## src/rtl/core/fsbm_pkg.sv

```systemverilog
// Shared constants, types and the slant cost table for the font style matcher.
package fsbm_pkg;

    localparam int MAX_SET = 64;
    localparam int POS_W   = $clog2(MAX_SET + 1);
    localparam int IDX_W   = (MAX_SET > 1) ? $clog2(MAX_SET) : 1;
    localparam int SCORE_W = 28;

    localparam logic [SCORE_W-1:0] SCORE_MASK = {SCORE_W{1'b1}};

    localparam logic [3:0] WIDTH_NORMAL  = 4'd5;
    localparam logic [4:0] WIDTH_PENALTY = 5'(9 / 2 + 1);

    localparam logic [9:0]  WEIGHT_NORMAL  = 10'd400;
    localparam logic [9:0]  WEIGHT_MEDIUM  = 10'd500;
    localparam logic [10:0] WEIGHT_PENALTY = 11'(1000 / 2);
    localparam logic [10:0] WEIGHT_NEAR    = 11'd50;

    localparam logic [1:0] SLANT_UPRIGHT = 2'd0;
    localparam logic [1:0] SLANT_ITALIC  = 2'd1;
    localparam logic [1:0] SLANT_OBLIQUE = 2'd2;

    typedef logic [SCORE_W-1:0] t_score;

    // Scored candidate handed from the input stage to the tracker.
    typedef struct packed {
        logic   last;
        t_score score;
    } t_cand;

    // Running state visible to the top level.
    typedef struct packed {
        logic             seen_any;
        logic [POS_W-1:0] position;
    } t_trk_status;

    // Slant cost, indexed by wanted then candidate slant; both must be valid codes.
    function automatic logic [1:0] slant_cost(input logic [1:0] ws, input logic [1:0] cs);
        logic [1:0] cost;
        cost = 2'd0;
        case (ws)
            SLANT_UPRIGHT: begin
                case (cs)
                    SLANT_ITALIC:  cost = 2'd2;
                    SLANT_OBLIQUE: cost = 2'd1;
                    default:       cost = 2'd0;
                endcase
            end
            SLANT_ITALIC: begin
                case (cs)
                    SLANT_UPRIGHT: cost = 2'd2;
                    SLANT_OBLIQUE: cost = 2'd1;
                    default:       cost = 2'd0;
                endcase
            end
            default: begin
                case (cs)
                    SLANT_UPRIGHT: cost = 2'd2;
                    SLANT_ITALIC:  cost = 2'd1;
                    default:       cost = 2'd0;
                endcase
            end
        endcase
        return cost;
    endfunction

endpackage

```

## src/rtl/core/fsbm_score.sv

```systemverilog
// Combinational packed score of one candidate against the wanted style.
module fsbm_score (
    input  logic [3:0]      i_want_width,
    input  logic [9:0]      i_want_weight,
    input  logic [1:0]      i_want_slant,
    input  logic [3:0]      i_cand_width,
    input  logic [9:0]      i_cand_weight,
    input  logic [1:0]      i_cand_slant,
    output fsbm_pkg::t_score o_score
);
    import fsbm_pkg::*;

    logic [4:0]  width_cost;
    logic [10:0] weight_cost;
    logic [1:0]  slant_c;
    logic [28:0] raw;
    logic        slant_bad;

    always_comb begin
        if (i_want_width <= WIDTH_NORMAL) begin
            if (i_cand_width <= i_want_width)
                width_cost = 5'(i_want_width - i_cand_width);
            else
                width_cost = 5'(i_cand_width) - 5'(i_want_width) + WIDTH_PENALTY;
        end else begin
            if (i_cand_width >= i_want_width)
                width_cost = 5'(i_cand_width - i_want_width);
            else
                width_cost = 5'(i_want_width) - 5'(i_cand_width) + WIDTH_PENALTY;
        end
    end

    always_comb begin
        if ((i_want_weight == WEIGHT_NORMAL && i_cand_weight == WEIGHT_MEDIUM) ||
            (i_want_weight == WEIGHT_MEDIUM && i_cand_weight == WEIGHT_NORMAL)) begin
            weight_cost = WEIGHT_NEAR;
        end else if (i_want_weight <= WEIGHT_NORMAL) begin
            if (i_cand_weight <= i_want_weight)
                weight_cost = 11'(i_want_weight - i_cand_weight);
            else
                weight_cost = 11'(i_cand_weight) - 11'(i_want_weight) + WEIGHT_PENALTY;
        end else begin
            if (i_cand_weight >= i_want_weight)
                weight_cost = 11'(i_cand_weight - i_want_weight);
            else
                weight_cost = 11'(i_want_weight) - 11'(i_cand_weight) + WEIGHT_PENALTY;
        end
    end

    assign slant_bad = (i_want_slant > SLANT_OBLIQUE) || (i_cand_slant > SLANT_OBLIQUE);
    assign slant_c   = slant_cost(i_want_slant, i_cand_slant);

    // Fields never overlap: width at 24, slant at 16, weight below 2^11.
    assign raw = {width_cost, 6'b0, slant_c, 5'b0, weight_cost};

    always_comb begin
        if (slant_bad)
            o_score = '0;
        else if (raw[28])
            o_score = SCORE_MASK;
        else
            o_score = raw[27:0];
    end

endmodule

```

## src/rtl/core/fsbm_track.sv

```systemverilog
// Running strict minimum over a set and the registered result stage.
module fsbm_track (
    input  logic                          i_clk,
    input  logic                          i_rst_n,
    input  logic                          i_adv,
    input  fsbm_pkg::t_cand               i_cand,
    input  logic                          i_stall,
    output logic                          o_valid,
    output logic [fsbm_pkg::IDX_W-1:0]    o_best_index,
    output fsbm_pkg::t_score              o_best_score,
    output fsbm_pkg::t_trk_status         o_status
);
    import fsbm_pkg::*;

    logic             r_seen;
    logic [POS_W-1:0] r_pos;
    t_score           r_min;
    logic [IDX_W-1:0] r_best;
    logic             r_out_valid;
    logic [IDX_W-1:0] r_out_index;
    t_score           r_out_score;

    logic             in_range;
    logic             take;
    t_score           n_min;
    logic [IDX_W-1:0] n_best;

    assign in_range = r_pos < POS_W'(MAX_SET);
    assign take     = in_range && (!r_seen || i_cand.score < r_min);
    assign n_min    = take ? i_cand.score : r_min;
    assign n_best   = take ? r_pos[IDX_W-1:0] : r_best;

    always_ff @(posedge i_clk) begin
        if (!i_rst_n) begin
            r_seen <= 1'b0;
            r_pos  <= '0;
            r_min  <= SCORE_MASK;
            r_best <= '0;
        end else if (i_adv) begin
            if (i_cand.last) begin
                r_seen <= 1'b0;
                r_pos  <= '0;
                r_min  <= SCORE_MASK;
                r_best <= '0;
            end else if (in_range) begin
                r_seen <= 1'b1;
                r_pos  <= r_pos + 1'b1;
                r_min  <= n_min;
                r_best <= n_best;
            end
        end
    end

    always_ff @(posedge i_clk) begin
        if (!i_rst_n) begin
            r_out_valid <= 1'b0;
        end else if (i_adv && i_cand.last) begin
            r_out_valid <= 1'b1;
        end else if (!i_stall) begin
            r_out_valid <= 1'b0;
        end
    end

    always_ff @(posedge i_clk) begin
        if (i_adv && i_cand.last) begin
            r_out_index <= n_best;
            r_out_score <= n_min;
        end
    end

    assign o_valid           = r_out_valid;
    assign o_best_index      = r_out_index;
    assign o_best_score      = r_out_score;
    assign o_status.seen_any = r_seen;
    assign o_status.position = r_pos;

endmodule

```

## src/rtl/core/font_style_best_match.sv

```systemverilog
// Top level of the font style matcher: input register, scorer and running-minimum tracker.
//
// Each transfer on the input channel carries one candidate style and the wanted style; the
// candidate is scored and folded into a running strict minimum, so the earliest of equal
// scores wins. The transfer marked set_last produces one result: the index of the best
// candidate within its set and its packed score (width distance at bit 24, slant at 16,
// weight below), saturated to 28 bits, or zero when either slant code is invalid.
// Candidates past the 64th of a set are ignored but their set_last still closes the set.
// The path to the earliest result transfer runs through the input register, where the score
// is formed, and the result register, which is loaded when the closing item leaves the input
// register. One item is taken every cycle; the input stalls only when a set-closing item
// waits for a result register that is still held by a stalled output.
module font_style_best_match (
    input  logic                        i_clk,
    input  logic                        i_rst_n,
    input  logic                        i_valid,
    output logic                        o_stall,
    input  logic [3:0]                  i_want_width,
    input  logic [9:0]                  i_want_weight,
    input  logic [1:0]                  i_want_slant,
    input  logic [3:0]                  i_cand_width,
    input  logic [9:0]                  i_cand_weight,
    input  logic [1:0]                  i_cand_slant,
    input  logic                        i_set_last,
    output logic                        o_valid,
    input  logic                        i_stall,
    output logic [fsbm_pkg::IDX_W-1:0]  o_best_index,
    output fsbm_pkg::t_score            o_best_score
);
    import fsbm_pkg::*;

    // Input register stage.
    logic        r_s1_valid;
    logic [3:0]  r_want_width;
    logic [9:0]  r_want_weight;
    logic [1:0]  r_want_slant;
    logic [3:0]  r_cand_width;
    logic [9:0]  r_cand_weight;
    logic [1:0]  r_cand_slant;
    logic        r_s1_last;

    t_score      score;
    t_cand       cand;
    t_trk_status status;
    logic        out_free;
    logic        s1_adv;
    logic        in_xfer;

    // The result slot is free when empty or being drained this cycle.
    assign out_free = !o_valid || !i_stall;
    // Non-final items fold into the tracker regardless of the output side.
    assign s1_adv   = r_s1_valid && (!r_s1_last || out_free);
    // Hold the input while the staged item cannot advance.
    assign o_stall  = r_s1_valid && !s1_adv;
    assign in_xfer  = i_valid && !o_stall;

    always_ff @(posedge i_clk) begin
        if (!i_rst_n) begin
            r_s1_valid <= 1'b0;
        end else if (in_xfer) begin
            r_s1_valid <= 1'b1;
        end else if (s1_adv) begin
            r_s1_valid <= 1'b0;
        end
    end

    always_ff @(posedge i_clk) begin
        if (in_xfer) begin
            r_want_width  <= i_want_width;
            r_want_weight <= i_want_weight;
            r_want_slant  <= i_want_slant;
            r_cand_width  <= i_cand_width;
            r_cand_weight <= i_cand_weight;
            r_cand_slant  <= i_cand_slant;
            r_s1_last     <= i_set_last;
        end
    end

    fsbm_score u_score (
        .i_want_width  (r_want_width),
        .i_want_weight (r_want_weight),
        .i_want_slant  (r_want_slant),
        .i_cand_width  (r_cand_width),
        .i_cand_weight (r_cand_weight),
        .i_cand_slant  (r_cand_slant),
        .o_score       (score)
    );

    assign cand.last  = r_s1_last;
    assign cand.score = score;

    fsbm_track u_track (
        .i_clk        (i_clk),
        .i_rst_n      (i_rst_n),
        .i_adv        (s1_adv),
        .i_cand       (cand),
        .i_stall      (i_stall),
        .o_valid      (o_valid),
        .o_best_index (o_best_index),
        .o_best_score (o_best_score),
        .o_status     (status)
    );

    // The tracker has seen a candidate exactly when its position has moved.
    a_seen_matches_pos: assert property (@(posedge i_clk) disable iff (!i_rst_n)
        status.seen_any == (status.position != '0))
        else $error("seen flag disagrees with set position");

    // Input stalls only for a set-closing item blocked by a held result.
    a_stall_cause: assert property (@(posedge i_clk) disable iff (!i_rst_n)
        o_stall |-> (r_s1_valid && r_s1_last && o_valid && i_stall))
        else $error("input stalled without a blocked result");

    // Closing a set presents a result and clears the running state.
    a_set_close: assert property (@(posedge i_clk) disable iff (!i_rst_n)
        (s1_adv && r_s1_last) |=> (o_valid && status.position == '0 && !status.seen_any))
        else $error("set close did not produce a result and clear state");

endmodule
```

## config.mk

```make
export PLATFORM = sky130hd
export DESIGN_NAME = font_style_best_match
export DESIGN_NICKNAME = d
export VERILOG_FILES = /design/src/rtl/core/fsbm_pkg.sv /design/src/rtl/core/fsbm_score.sv /design/src/rtl/core/fsbm_track.sv /design/src/rtl/core/font_style_best_match.sv
export SDC_FILE = /design/constraint.sdc
export NUM_CORES = 1
export LEC_CHECK = 0
export ABC_AREA = 0
export BUFFER_PORTS_ARGS = -buffer_cell sky130_fd_sc_hd__clkbuf_2
export CELL_PAD_IN_SITES_DETAIL_PLACEMENT = 2
export CELL_PAD_IN_SITES_GLOBAL_PLACEMENT = 2
export CORE_AREA = 2 2 143 145
export DETAILED_ROUTE_END_ITERATION = 12
export DIE_AREA = 0 0 145 147
export GPL_ROUTABILITY_DRIVEN = 0
export MAX_ROUTING_LAYER = met4
export PLACE_DENSITY = 0.85
export SYNTH_ARGS = -nofsm -noshare
export SYNTH_HDL_FRONTEND = slang
export SYNTH_SLANG_ARGS = --single-unit
```

## constraint.sdc

```tcl
create_clock -name i_clk -period 6 [get_ports i_clk]
set_clock_uncertainty 0.1 [all_clocks]
set_input_delay 0.6 -clock i_clk [delete_from_list [all_inputs] [get_ports i_clk]]
set_output_delay 0.6 -clock i_clk [all_outputs]
set_load 0.1 [all_outputs]
```

==> metrics.md, run 1 <==
| Metric | Value |
|---|---|
| Status | finished, final reports clean |
| Crit-path cells | inv_1, ha_1, nor2b_1, o21ai_0, a31oi_1, nor3_1, nand2_1, nand2_1, nand3_1, a31oi_2, inv_1, ha_1, a211oi_1, nand2_1, nand3_1, a31oi_1, o21a_1, a21o_1, a21oi_1, nand2b_2, buf_12, a2bb2oi_1 |
| Vias | 6451 |
| Clk buf depth | 2 |
| HP Start | i_cand_slant[0] |
| P&R area growth vs syn | 15.7% |
| Share of layout cells above drive strength 1 | 0.180 |
| Die height | around 150 um |
| Worst-Skew Late Latency | 0.37 ns |
| Drt drc | 0 |
| Core Area | 0.0198 mm2 |
| Placement Cell Area | approximately 0.0080 mm2 |
| Worst-path clk slew | 0.09 ns |
| Share of the synthesized area in the top cell type | 0.274 |
| Antenna fix cells | 0 |
| Pwr dens | 269 mW/mm2 |
| Leak Pwr | 3.82 nW |
| Compound-Gate Fraction of Synth Area | 0.217 |
| Reg-to-Reg End | u_track.r_min[24] |
| Die area | about 0.021 mm2 |
| Top cell by count, worst path | nand2_1 |
| Cells after Synth | 780 |
| CP required | ~6.2 ns |
| Initial antenna violation count | 0 |
| Post-Route WL | 25.1 mm |
| Die width | ~150 um |
| 1st-iter DRT viols | 338 |
| Yosys warns | 0 |
| Max Cap Violations | 0 |
| Maximum vdd drop | around 0.00016 V |
| 1st-pass router iterations | 4 |
| Tcrit/Tclk final | 0.966 |
| PortBufs | 72 |
| H-tree Lvls | 3 |
| EDFF count, synth | between 60 and 70 |
| Num CTS Buffers | 9 |
| XOR/XNOR Fraction of Synth Area | 0.0322 |
| Setup Viol. Count Final | 0 |
| Crit Path Category | flip-flop to flip-flop |
| Total grt overflow | 0 |
| # rows | between 50 and 60 |
| First-pass GRT wire length | 38.3 mm |
| Post-synth top area cell | edfxtp_1 |
| Crit. Startpoint | r_want_weight[1] |
| Slowest-stage cell, CP | nor3_1 |
| Top post-synthesis cells by area | edfxtp_1 27%, dfxtp_1 12%, ha_1 10% |
| DP Wirelength | 17.1 mm |
| Setup slack, reg-to-reg | 0.20 ns |
| CP peak stage delay | roughly 0.52 ns |
| Crit Path Max Fanout | 33 |
| Initial Util | 0.370 |
| Async set or reset register ratio after synthesis | 0 |
| Synth Register Bits | approximately 110 |
| Final Hold Viols | 0 |
| Design area | 0.00851 mm2 |
| Dominant synthesized flop cell | edfxtp_1 |
| CTS tree | built |
| Register area share after synthesis | 0.393 |
| Antenna viol nets, final | 0 |
| GR Util All Layers | 0.232 |
| Synth cell types | 73 |
| Syn Area/Cell | 9.43 um2 |
| Worst Hold Class | input pin to flip-flop |
| Synthesized area | 0.00735 mm2 |
| Slew @ Worst Pin | 0.905 ns |
| Max Transition Viols Final | 0 |
| NumNets Final | approximately 960 |
| CP endpoint | u_track.r_min[24] |
| Syn nets | 881 |
| Rel. slew slack | 0.392 |
| Type of destination of the critical path | flip-flop |
| Final Hold Slack | 0.302 ns |
| Crit path launch type | flip-flop |
| Min Clock Period, post-route | ~5.8 ns |
| CTS sink count | around 110 |
| Adder-Cell Fraction of Synth Area | 0.113 |
| Avg WL per Cell | 22.2 um |
| Largest net degree at the start of global routing | 35 |
| Highest Clock Rate | 173 MHz |
| CP Data Arrival Time | 5.99 ns |
| Mux share of post-synthesis cell area | 0.0397 |
| Avg Vias per Cell | 5.70 |
| IO Pins | 73 |
| Post-Synth Simple-Gate Area | 0.145 |
| Root buf cell | clkbuf_16 |
| Largest family of logic cells by synthesized area | compound AO/OA/AOI/OAI gates |
| Reg2Reg Depth | 22 |
| Reg2Reg Launch Point | r_want_weight[1] |
| Number of global-route vias before repair | 6896 |
worst min path at each step:
| stage | end | slack (ns) | depth (start not counted) |
|---|---|---|---|
| global route | r_cand_weight[9] | 0.29 | 1 |
| detailed placement | u_track.r_min[1] | 0.36 | 1 |
| global placement | u_track.r_min[26] | 0.34 | 1 |
| CTS | r_cand_weight[9] | 0.29 | 1 |
| floorplan | u_track.r_min[16] | 0.34 | 1 |
| finish | r_cand_slant[0] | 0.30 | 1 |
timing repair:
action                                 4_1_cts  5_1_grt
setup endpoints to repair                   13       64
gates resized for setup                      3       15
cloned                                       0        1
buffers inserted                             0        7
hold buffers                                 0        0
endpoints found under the hold margin        0        0
where the power goes:
group	switching, mW	leakage (nW)	internal [mW]
registers	0.0295	0.998	0.855
clock network	0.347	0.154	0.305
logic	0.484	2.67	0.266
sequential cells by signal (all words and copies together) (netlist names), 2 cells and up:
signal	count
u_track.o_best_score	28
u_track.r_min	28
r_cand_weight	10
r_want_weight	10
u_track.r_pos	7
u_track.o_best_index	6
u_track.r_best	6
r_cand_width	4
r_want_width	4
r_cand_slant	2
r_want_slant	2
metrics by stage:
step                power [mW]  std cells   util  setup WS (ns)  setup TNS [ns]
finish                    2.29       1131  0.429          0.204               0
detailed placement        1.59       1107  0.405        -0.0374         -0.0756
CTS                       2.25       1123  0.422         0.0313               0
global route              2.39       1131  0.429         -0.131           -3.53
floorplan                 1.40        780      -          0.706               0
global placement          1.56       1107  0.405          0.320               0
cell usage in the layout, fill, tap and decap left out, types with 6 or more instances in the layout:
cell type and count:
nand3_1 18, nor3_1 15, a31oi_1 6, a211oi_1 6, clkbuf_16 9, nor2b_1 11
buf_4 16, o21a_1 20, mux2_2 13, nor2_1 36, dfxtp_1 44, o22a_1 14
nand2_1 59, ha_1 59, and2_1 6, a21o_1 23, nand4_1 12, or3_1 7
clkbuf_2 72, o21ai_0 51, mux2i_1 13, inv_1 82, xor2_1 9, o211ai_1 11
edfxtp_1 67, a21oi_1 38, xnor2_1 18
critical path, delay by kind of cell, from the launching register on:
kind            cells  cell delay, ns
compound gates      9            2.08
fa+ha+maj           2            0.73
buf+inv             3            0.42
flops               1            0.47
simple gates        8            1.89
cells in the mapped netlist (13+ instances only):
library cell  count
a21o_1           23
a21oi_1          38
clkbuf_1         15
dfxtp_1          44
edfxtp_1         67
ha_1             60
inv_1            83
mux2_2           13
mux2i_1          13
nand2_1          61
nand3_1          18
nor2_1           37
nor3_1           15
o21a_1           20
o21ai_0          51
o22a_1           14
xnor2_1          18
layout make-up:
cell class / count / area (um2)
Fill cell: 2127 / 11300
Multi-Input combinational cell: 558 / 4090
Sequential cell: 111 / 2890
Timing Repair Buffer: 92 / 543
Tap cell: 270 / 338
Inverter: 83 / 315
Clock buffer: 9 / 225
Clock inverter: 7 / 93.8
Timing Repair inverter: 1 / 7.51
kinds of logic after synthesis:
logic type | after synthesis
DFF | 111
AOI/OAI and AO/OA | 230
and+or+nand+nor | 210
buffers and inverters | 111
muxes | 27
adders and majority gates | 64
xor gates and xnor gates | 27
metal layers:
layer,vias up,GRT usage,routed length [um],share of wire
met5,-,-,0,0
met4,0,0.0723,711,0.028
met3,54,0.0267,569,0.023
met2,128,0.397,12700,0.51
met1,3277,0.290,11100,0.44
li1,2992,-,-,-
Note: power is estimated with default switching activity, not from simulation.
==> run 2, diff against run 1 <==
--- a/config.mk
+++ b/config.mk
@@ -7,14 +7,12 @@
 export LEC_CHECK = 0
 export ABC_AREA = 0
 export BUFFER_PORTS_ARGS = -buffer_cell sky130_fd_sc_hd__clkbuf_2
-export CELL_PAD_IN_SITES_DETAIL_PLACEMENT = 2
-export CELL_PAD_IN_SITES_GLOBAL_PLACEMENT = 2
-export CORE_AREA = 2 2 143 145
+export CORE_AREA = 2 2 114 116
 export DETAILED_ROUTE_END_ITERATION = 12
-export DIE_AREA = 0 0 145 147
+export DIE_AREA = 0 0 116 118
 export GPL_ROUTABILITY_DRIVEN = 0
 export MAX_ROUTING_LAYER = met4
-export PLACE_DENSITY = 0.85
+export PLACE_DENSITY = 0.86
 export SYNTH_ARGS = -nofsm -noshare
 export SYNTH_HDL_FRONTEND = slang
 export SYNTH_SLANG_ARGS = --single-unit
==> run 2 against run 1 <==
Flip-flop and latch count is the same. Non-clock buffer count fell by 7. Clock-buffer cell count did not move. Combinational power down 11%. Sequential share of layout area up 1.0 points. Clock power fell by 5.5%. Register-to-register slack improved by 0.05 ns. Critical path depth fell by 1. First-iteration DRC count increased by 32%. Hold slack worse by 0.0032 ns. Worst setup slack better by 0.050 ns. Cell area decreased by 2.9%. Critical endpoint is now u_track.o_best_score[5].
==> metrics.md, run 2 (synthesized netlist as in run 1, its figures left out) <==
| Metric | Value |
|---|---|
| Status | finished, final reports clean |
| Crit path launch type | flip-flop |
| TNS Setup | 0 ns (unchanged) |
| Placement Cell Area | 0.00790 mm2 (-1.8%) |
| Crit Path Max Fanout | 18 (-45%) |
| Reg2Reg Depth | 21 (-4.5%) |
| # rows | 41 (-21%) |
| Total grt overflow | 0 (unchanged) |
| Pwr dens | 262 mW/mm2 (-2.6%) |
| GR Util All Layers | 0.246 (+0.0138) |
| Number of global-route vias before repair | 5739 (-17%) |
| Die width | 116 um (-20%) |
| Reg2Reg Launch Point | r_want_width[0] |
| Rel. slew slack | 0.433 (+0.0413) |
| Vias | 6004 (-6.9%) |
| Worst-path clk slew | 0.08 ns (about the same) |
| Setup Viol. Count Final | 0 (unchanged) |
| Avg Vias per Cell | 5.86 (+2.7%) |
| Post-CTS Hold Buffers | 0 (unchanged) |
| Type of destination of the critical path | flip-flop |
| Worst Hold Class | input pin to flip-flop |
| Highest Clock Rate | 174 MHz (+0.87%) |
| Max Cap Violations | 0 (unchanged) |
| Max Transition Viols Final | 0 (unchanged) |
| Min Clock Period, post-route | 5.75 ns (-0.0500 ns) |
| Die height | 118 um (-20%) |
| IO Pins | 73 (unchanged) |
| CP endpoint | u_track.o_best_score[5] |
| CP required | 6.02 ns (-0.17 ns) |
| Clk buf depth | 2 (unchanged) |
| PortBufs | 72 (unchanged) |
| Root buf cell | clkbuf_16 |
| HP Start | i_want_weight[3] |
| Slew @ Worst Pin | 0.844 ns (-0.0615 ns) |
| Initial Util | 0.592 (+0.222) |
| Core Area | 0.0124 mm2 (-37%) |
| Num CTS Buffers | 9 (unchanged) |
| Crit Path Category | flip-flop to flip-flop |
| Reg-to-Reg End | u_track.o_best_score[5] |
| Avg WL per Cell | 15.5 um (-30%) |
| Post-Route WL | 15.9 mm (-37%) |
| DP Wirelength | 11.8 mm (-31%) |
| Final Hold Slack | 0.299 ns (-0.00322 ns) |
| Share of layout cells above drive strength 1 | 0.162 (-0.0182) |
| Largest net degree at the start of global routing | 34 (-2.9%) |
| Setup slack, reg-to-reg | 0.25 ns (+0.05 ns) |
| Commonest cells after routing, fill and taps aside | 82 x inv_1, 72 x clkbuf_2, 67 x edfxtp_1 |
| First-pass GRT wire length | 26.4 mm (-31%) |
| Antenna viol nets, final | 0 (unchanged) |
| Crit. Startpoint | r_want_width[0] |
| Maximum vdd drop | 0.000171 V (+9.5%) |
| Design area | 0.00827 mm2 (-2.9%) |
| H-tree Lvls | 3 (unchanged) |
| CTS sink count | 111 (unchanged) |
| Worst-Skew Late Latency | 0.37 ns (about the same) |
| Initial antenna violation count | 0 (unchanged) |
| CTS tree | built |
| Final Hold Viols | 0 (unchanged) |
| 1st-iter DRT viols | 445 (+32%) |
| Antenna fix cells | 0 (unchanged) |
| Tcrit/Tclk final | 0.958 (-0.00833) |
| P&R area growth vs syn | 12.4% |
| 1st-pass router iterations | 5 (+1) |
| CP Data Arrival Time | 5.76 ns (-0.23 ns) |
| Leak Pwr | 3.77 nW (-1.2%) |
| Die area | 0.0137 mm2 (-36%) |
| NumNets Final | 949 (-0.84%) |
| Drt drc | 0 (unchanged) |
| Most common cell after layout, fill and taps aside | inv_1 |
[run 2: changes by cell type in the layout (fill, tap and decap cells not counted), sizes merged]
cell and delta:
clkinvlp -1, buf -7
[run 2: where the power goes]
group | internal (mW) | total (mW) | switching (mW)
registers | 0.855 | 0.879 | 0.0244
clock network | 0.302 | 0.616 | 0.313
logic | 0.249 | 0.667 | 0.418
[run 2: routing by layer]
metal | wire [um] | global-route usage | up-vias
met5 | 0 | - | -
met4 | 282 | 0.0670 | 0
met3 | 811 | 0.0453 | 28
met2 | 7680 | 0.408 | 174
met1 | 7110 | 0.309 | 2815
li1 | - | - | 2987
[run 2: per-stage QoR]
| step | worst slack [ns] | instances | power (mW) | utilization |
|---|---|---|---|---|
| 6_report | 0.254 | 1025 | 2.16 | 0.666 |
| 5_1_grt | -0.0240 | 1025 | 2.26 | 0.666 |
| 4_1_cts | 0.132 | 1022 | 2.15 | 0.662 |
| 3_5_place_dp | 0.232 | 1006 | 1.54 | 0.636 |
| 3_3_place_gp | 0.520 | 1006 | 1.52 | 0.636 |
| 2_1_floorplan | 0.706 | 780 | 1.40 | - |
[run 2: critical path, cell delays in order, from the launching register on]
cell        delay [ns]
edfxtp_1          0.40
inv_1             0.07
ha_1              0.16
inv_1             0.05
fa_1              0.53
ha_1              0.24
o22a_1            0.15
o221ai_1          0.17
o31a_1            0.35
o21ai_1           0.26
a22oi_2           0.16
nand2_1           0.16
clkinvlp_4        0.27
ha_1              0.40
a211oi_1          0.32
o21ai_0           0.15
o2111a_1          0.15
a311o_1           0.31
o21a_1            0.23
a211oi_4          0.25
buf_6             0.24
mux2_2            0.36
[run 2: repair_timing]
action,in CTS,in global routing
resized for setup,0,7
endpoints found under the setup margin,0,66
buffers inserted,0,3
[run 2: cell type report]
| class | instances | area, um2 |
|---|---|---|
| fill | 991 | 4150 |
| multi-input combinational | 558 | 4050 |
| sequential | 111 | 2890 |
| timing repair buffer | 85 | 474 |
| inverter | 83 | 315 |
| clock buffer | 9 | 225 |
| tap | 172 | 215 |
| clock inverter | 7 | 91.3 |
[run 2: worst min path at each step]
stage	end	slack, ns	depth (start not counted)
floorplan	u_track.r_min[16]	0.34	1
global placement	u_track.r_min[1]	0.34	1
detailed placement	u_track.r_min[16]	0.35	1
CTS	r_want_weight[3]	0.30	1
global route	r_want_width[3]	0.29	1
finish	r_want_weight[3]	0.30	1
